<file path="src/sv/tthash_ram.sv">
// generic single write port, single read port ram with registered read data
// no dependencies
module tthash_ram #(
	parameter int WIDTH = 8,
	parameter int DEPTH = 16
) (
	input  logic                     clk,
	input  logic                     wr_en,
	input  logic [$clog2(DEPTH)-1:0] wr_addr,
	input  logic [WIDTH-1:0]         wr_data,
	input  logic [$clog2(DEPTH)-1:0] rd_addr,
	output logic [WIDTH-1:0]         rd_data
);

	logic [WIDTH-1:0] mem [DEPTH];

	always_ff @(posedge clk) begin
		if (wr_en) begin
			mem[wr_addr] <= wr_data;
		end
		rd_data <= mem[rd_addr];
	end

endmodule

</file>
<file path="config.mk">
export PLATFORM = sky130hd
export DESIGN_NAME = tthash_ram
export DESIGN_NICKNAME = d
export VERILOG_FILES = /design/src/sv/tthash_ram.sv
export SDC_FILE = /design/constraint.sdc
export NUM_CORES = 1
export LEC_CHECK = 0
export ABC_CLOCK_PERIOD_IN_PS = 2100
export BUFFER_PORTS_ARGS = -buffer_cell sky130_fd_sc_hd__buf_2
export CELL_PAD_IN_SITES_DETAIL_PLACEMENT = 0
export CELL_PAD_IN_SITES_GLOBAL_PLACEMENT = 2
export CORE_ASPECT_RATIO = 1.4
export CORE_MARGIN = 1.5
export CORE_UTILIZATION = 48
export CTS_CLUSTER_DIAMETER = 120
export CTS_CLUSTER_SIZE = 28
export DETAILED_ROUTE_END_ITERATION = 6
export GPL_TIMING_DRIVEN = 0
export PLACE_DENSITY_LB_ADDON = 0.12
export SKIP_LAST_GASP = 1
export SYNTH_ARGS = -nofsm -noshare
export SYNTH_HDL_FRONTEND = slang
export SYNTH_SLANG_ARGS = --single-unit
export TNS_END_PERCENT = 100
</file>
<file path="constraint.sdc">
create_clock -name clk -period 2.1 [get_ports clk]
set_input_delay 0.105 -clock clk [delete_from_list [all_inputs] [get_ports clk]]
set_output_delay 0.105 -clock clk [all_outputs]
set_load 0.05 [all_outputs]
</file>
# Yosys cells after proc, flatten, opt, wreduce, memory -nomap -nowiden
# Memory sizes are Yosys's and may differ from the RTL's. A register that Yosys moved wholly into a read port is not among the register bits.
# Cells that the tools add are included.
word_totals:
  reg_bits: 0
  ramBits: 128
  input_bits: 18
  out_inout_bits: 8
  wordCells: 3
  mem_count: 1
mem_list:
  columns: ["memory", "depth", "width", "read_ports", "rd_clocked_by_memory_dff", "wr", "line", "text"]
  rows:
  - ["mem", 16, 8, 1, 1, 1, "15", "logic [WIDTH-1:0] mem [DEPTH];"]
classes:
  muxes: 2
ops:
  columns: ["operator", "n"]
  rows:
  - ["two-way mux 1 bit", 2]

# Longest topological paths before layout
logic_depth:
  word_depth: 2
  ltp_mapped: 5
  mapped_depth_nobuf: 3

# Worst setup path before layout
# No wires, ideal clock.
synth_path:
  path_type: "input -> register"
  start: "input wr_addr[2]"
  end: "memory mem[0][0] (enable)"
  setup_time_ns: 0.383
  arrival_time_ns: 1.215
  required_time_ns: 1.717
  slack_ns: 0.502
  cell_stages: 2
  n_path_buf: 0
  cell_sequence: "or3b_2 > nor3_1"
synth_rtl:
  columns: ["item", "line", "text"]
  rows:
  - ["start, declared", "9", "input logic [$clog2(DEPTH)-1:0] wr_addr,"]
  - ["end, declared", "15", null]
# No word-level cell before the write port.

==> results.md <==
- Area of the multi-input gates: 1060 um2
- # port buffers: 24
- Postcts setup bufs: 0
- Post-Syn Instances: 229
- ANT cells: 0
- CP arrival: 1.72 ns
- Reg area: 4000 um2
- Internal cell power: 5.36 mW
- Critical path's largest stage delay: 0.53 ns
- Area Overhead vs Synth: 19.0%
- Yosys top cell by area: edfxtp_1
- Layout cells sized above 1: 29.9%
- Initial Utilization: 49.5%
- Number of global-route vias before repair: 2538
- Clk_skew: 0.00546 ns
- Initial DRT Pass Iterations: 5
- VDD IR max: 595 uV
- Count of cell types in the netlist: 19
- EDFF count, synth: 128
- TritonCTS clock tree: done
- CP delay by family, top: multiplexers
- Clock Path Buffers: 2
- Post-DRT Antenna Nets: 0
- GRT met3 Usage: 4.81%
- H-tree level count: 4
- Synth Register Bits: 136
- Final Hold Vio Count: 0
- Core area: 10400 um2
- Site Rows: 44
- Post-CTS sizing: 0
- Pleak: 2.07 nW
- Met2 Usage GRT: 33.0%
- Gpl congestion: 0.738
- Async SR Flop Fraction: 0%
- Synthesized area per cell: 22.5 um2
- Share of the synthesized area in the top cell type: 74.7%
- Max cap viols: 0
- Power Dens Cells: 1090 nW/um2
- Final slew viol count: 0
- Most common cell in the synthesized netlist: edfxtp_1
- Worst slew margin: 13.3%
- Final-layout fill cell count: 754
- TNS Setup: 0 ns
- GR Overflow Total: 0
- Clock Root Buffer: clkbuf_16
- Largest net degree at the start of global routing: 17
- Post-place setup slack: -0.0860 ns
- DRT iter0 DRCs: 261
- Fmax: 696 MHz
- Detailed Place HPWL: 6.58 mm
- Status: finished clean
- Gr busiest metal: met2
- Critical path class: register to register
- Die Area: 11400 um2
- Total Routing Usage GR: 19.2%
- Worst-Margin Slew: 1.29 ns
- Vert. Die Dim: 126 um
- Mapped Nets: 247
- Initial antenna violation count: 0
- Total clock sinks: 136
- WHS: 0.0933 ns
- Commonest cells post-synth: edfxtp_1 (128), mux4_2 (18), a22oi_1 (16)
- WP data required: 2.39 ns
- Buffers plus inverters on the worst setup path: 0
- Horiz. Die Dim: 90.5 um
- CTS clock-pin slew for the worst setup and hold paths: 0.06 ns
- Crit. End Element: register
- Hold_buf cts: 0
- Clock Latency Late Sink: 0.40 ns
- Cts bufs inserted: 17
- DRC viols: 0
- Final Setup Violations: 0
- Fin cells: 426
- Comb pwr share: 5.2%
- GR Util met1: 23.5%
- Fin crit share: 68.4%
- Most used DFF post-synth: edfxtp_1
- Detailed-route via count: 2432
- Synthesized cell area: 5150 um2
- HP Class: primary input to register
- Crit-path slowest cell: mux4_2
- Yosys warns: 0
- Post-route setup slack: 0.663 ns
- Minimum clock period: 1.44 ns
- Layout Nets: 293
- Clock power frac: 49.0%
- Placed cell count: 392
- Worst Path Max Fanout: 1
- Sw Share: 19.6%
- Vias per inst: 5.71
- Share of the yosys chip area belonging to registers: 77.8%
- Total net switching power: 1.31 mW
- Crit-path cells: mux4_2 > a22oi_1 > nand2_1
- Post-Route WL: 10.0 mm
- Ports: 26
- DR WL/cell: 23.6 um
- RSZ-0062 raised after global routing: no
- Top cells by area, synth: edfxtp_1 (75%), mux4_2 (7.9%), mux4_1 (7.1%)
- First-pass GRT wire length: 14.9 mm
- Critical Path Source Type: register
- Reg power frac: 45.7%
-- layout make-up --
type,instances,area share (%)
clock inverters,11,3.13
flip-flops and latches,136,65.4
repair buffers,27,2.33
clock buffers,21,7.68
multi-input cells,83,17.3
well taps,138,2.82
plain buffers,10,1.41
-- metrics by stage --
stage               power (mW)  utilization, %  cell area (um2)
floorplan                 3.32               -             5150
global placement          3.46            52.3             5440
detailed placement        3.46            52.4             5450
CTS                       6.70            58.7             6110
global route              6.83            58.9             6120
finish                    6.67            58.9             6120
-- layout by cell type (no fill, tap or decap), types with 4 or more instances in the layout --
cell | netlist | layout
a22oi_1 | 16 | 16
bufinv_16 | 0 | 5
nand2_1 | 9 | 9
mux4_2 | 18 | 18
buf_2 | 3 | 27
mux4_1 | 14 | 14
dfxtp_1 | 8 | 8
clkbuf_16 | 0 | 17
nor3_1 | 4 | 4
nor2_1 | 13 | 13
edfxtp_1 | 128 | 128
-- state kept, by name, summed over array words and instances, names as in the netlist --
register  cells
mem         128
rd_data       8
-- routing by layer --
metal  vias up  share of wire (%)
met1      1259                 40
met2        92                 54
met3        16                5.0
met5         -                  0
met4         0                1.7
li1       1065                  -
-- cell families (layout without fill, tap and decap cells) --
kind of cell	after synthesis	in the layout	share of synthesized area (%)
DFF	136	136	77.8
AOI/OAI and AO/OA	16	16	2.33
buffers and inverters	10	69	1.68
muxes	32	32	15.0
and+or+nand+nor	35	35	3.18
-- final timing paths --
kind / endpoint / slack (ns) / start / depth (start not counted)
min reg2reg: rd_data[2] / 0.66 / mem[14][2] / 3
max reg2reg: rd_data[4] / 0.66 / mem[3][4] / 3
min: mem[2][7] / 0.09 / wr_data[7] / 1
max: rd_data[4] / 0.66 / mem[3][4] / 3
-- power groups by stage --
stage / Clock [mW] / Combinational, mW / Sequential [mW]
after floorplan: 0 / 0.154 / 3.17
after global placement: 0 / 0.352 / 3.10
after detailed placement: 0 / 0.355 / 3.11
after CTS: 3.29 / 0.356 / 3.05
after global routing: 3.40 / 0.372 / 3.06
final: 3.27 / 0.350 / 3.05
-- worst register-to-register path, cell delays in order (launching register included) --
cell,delay [ns]
edfxtp_1,0.37
mux4_2,0.53
a22oi_1,0.34
nand2_1,0.09
Note: power is estimated with default switching activity, not from simulation.
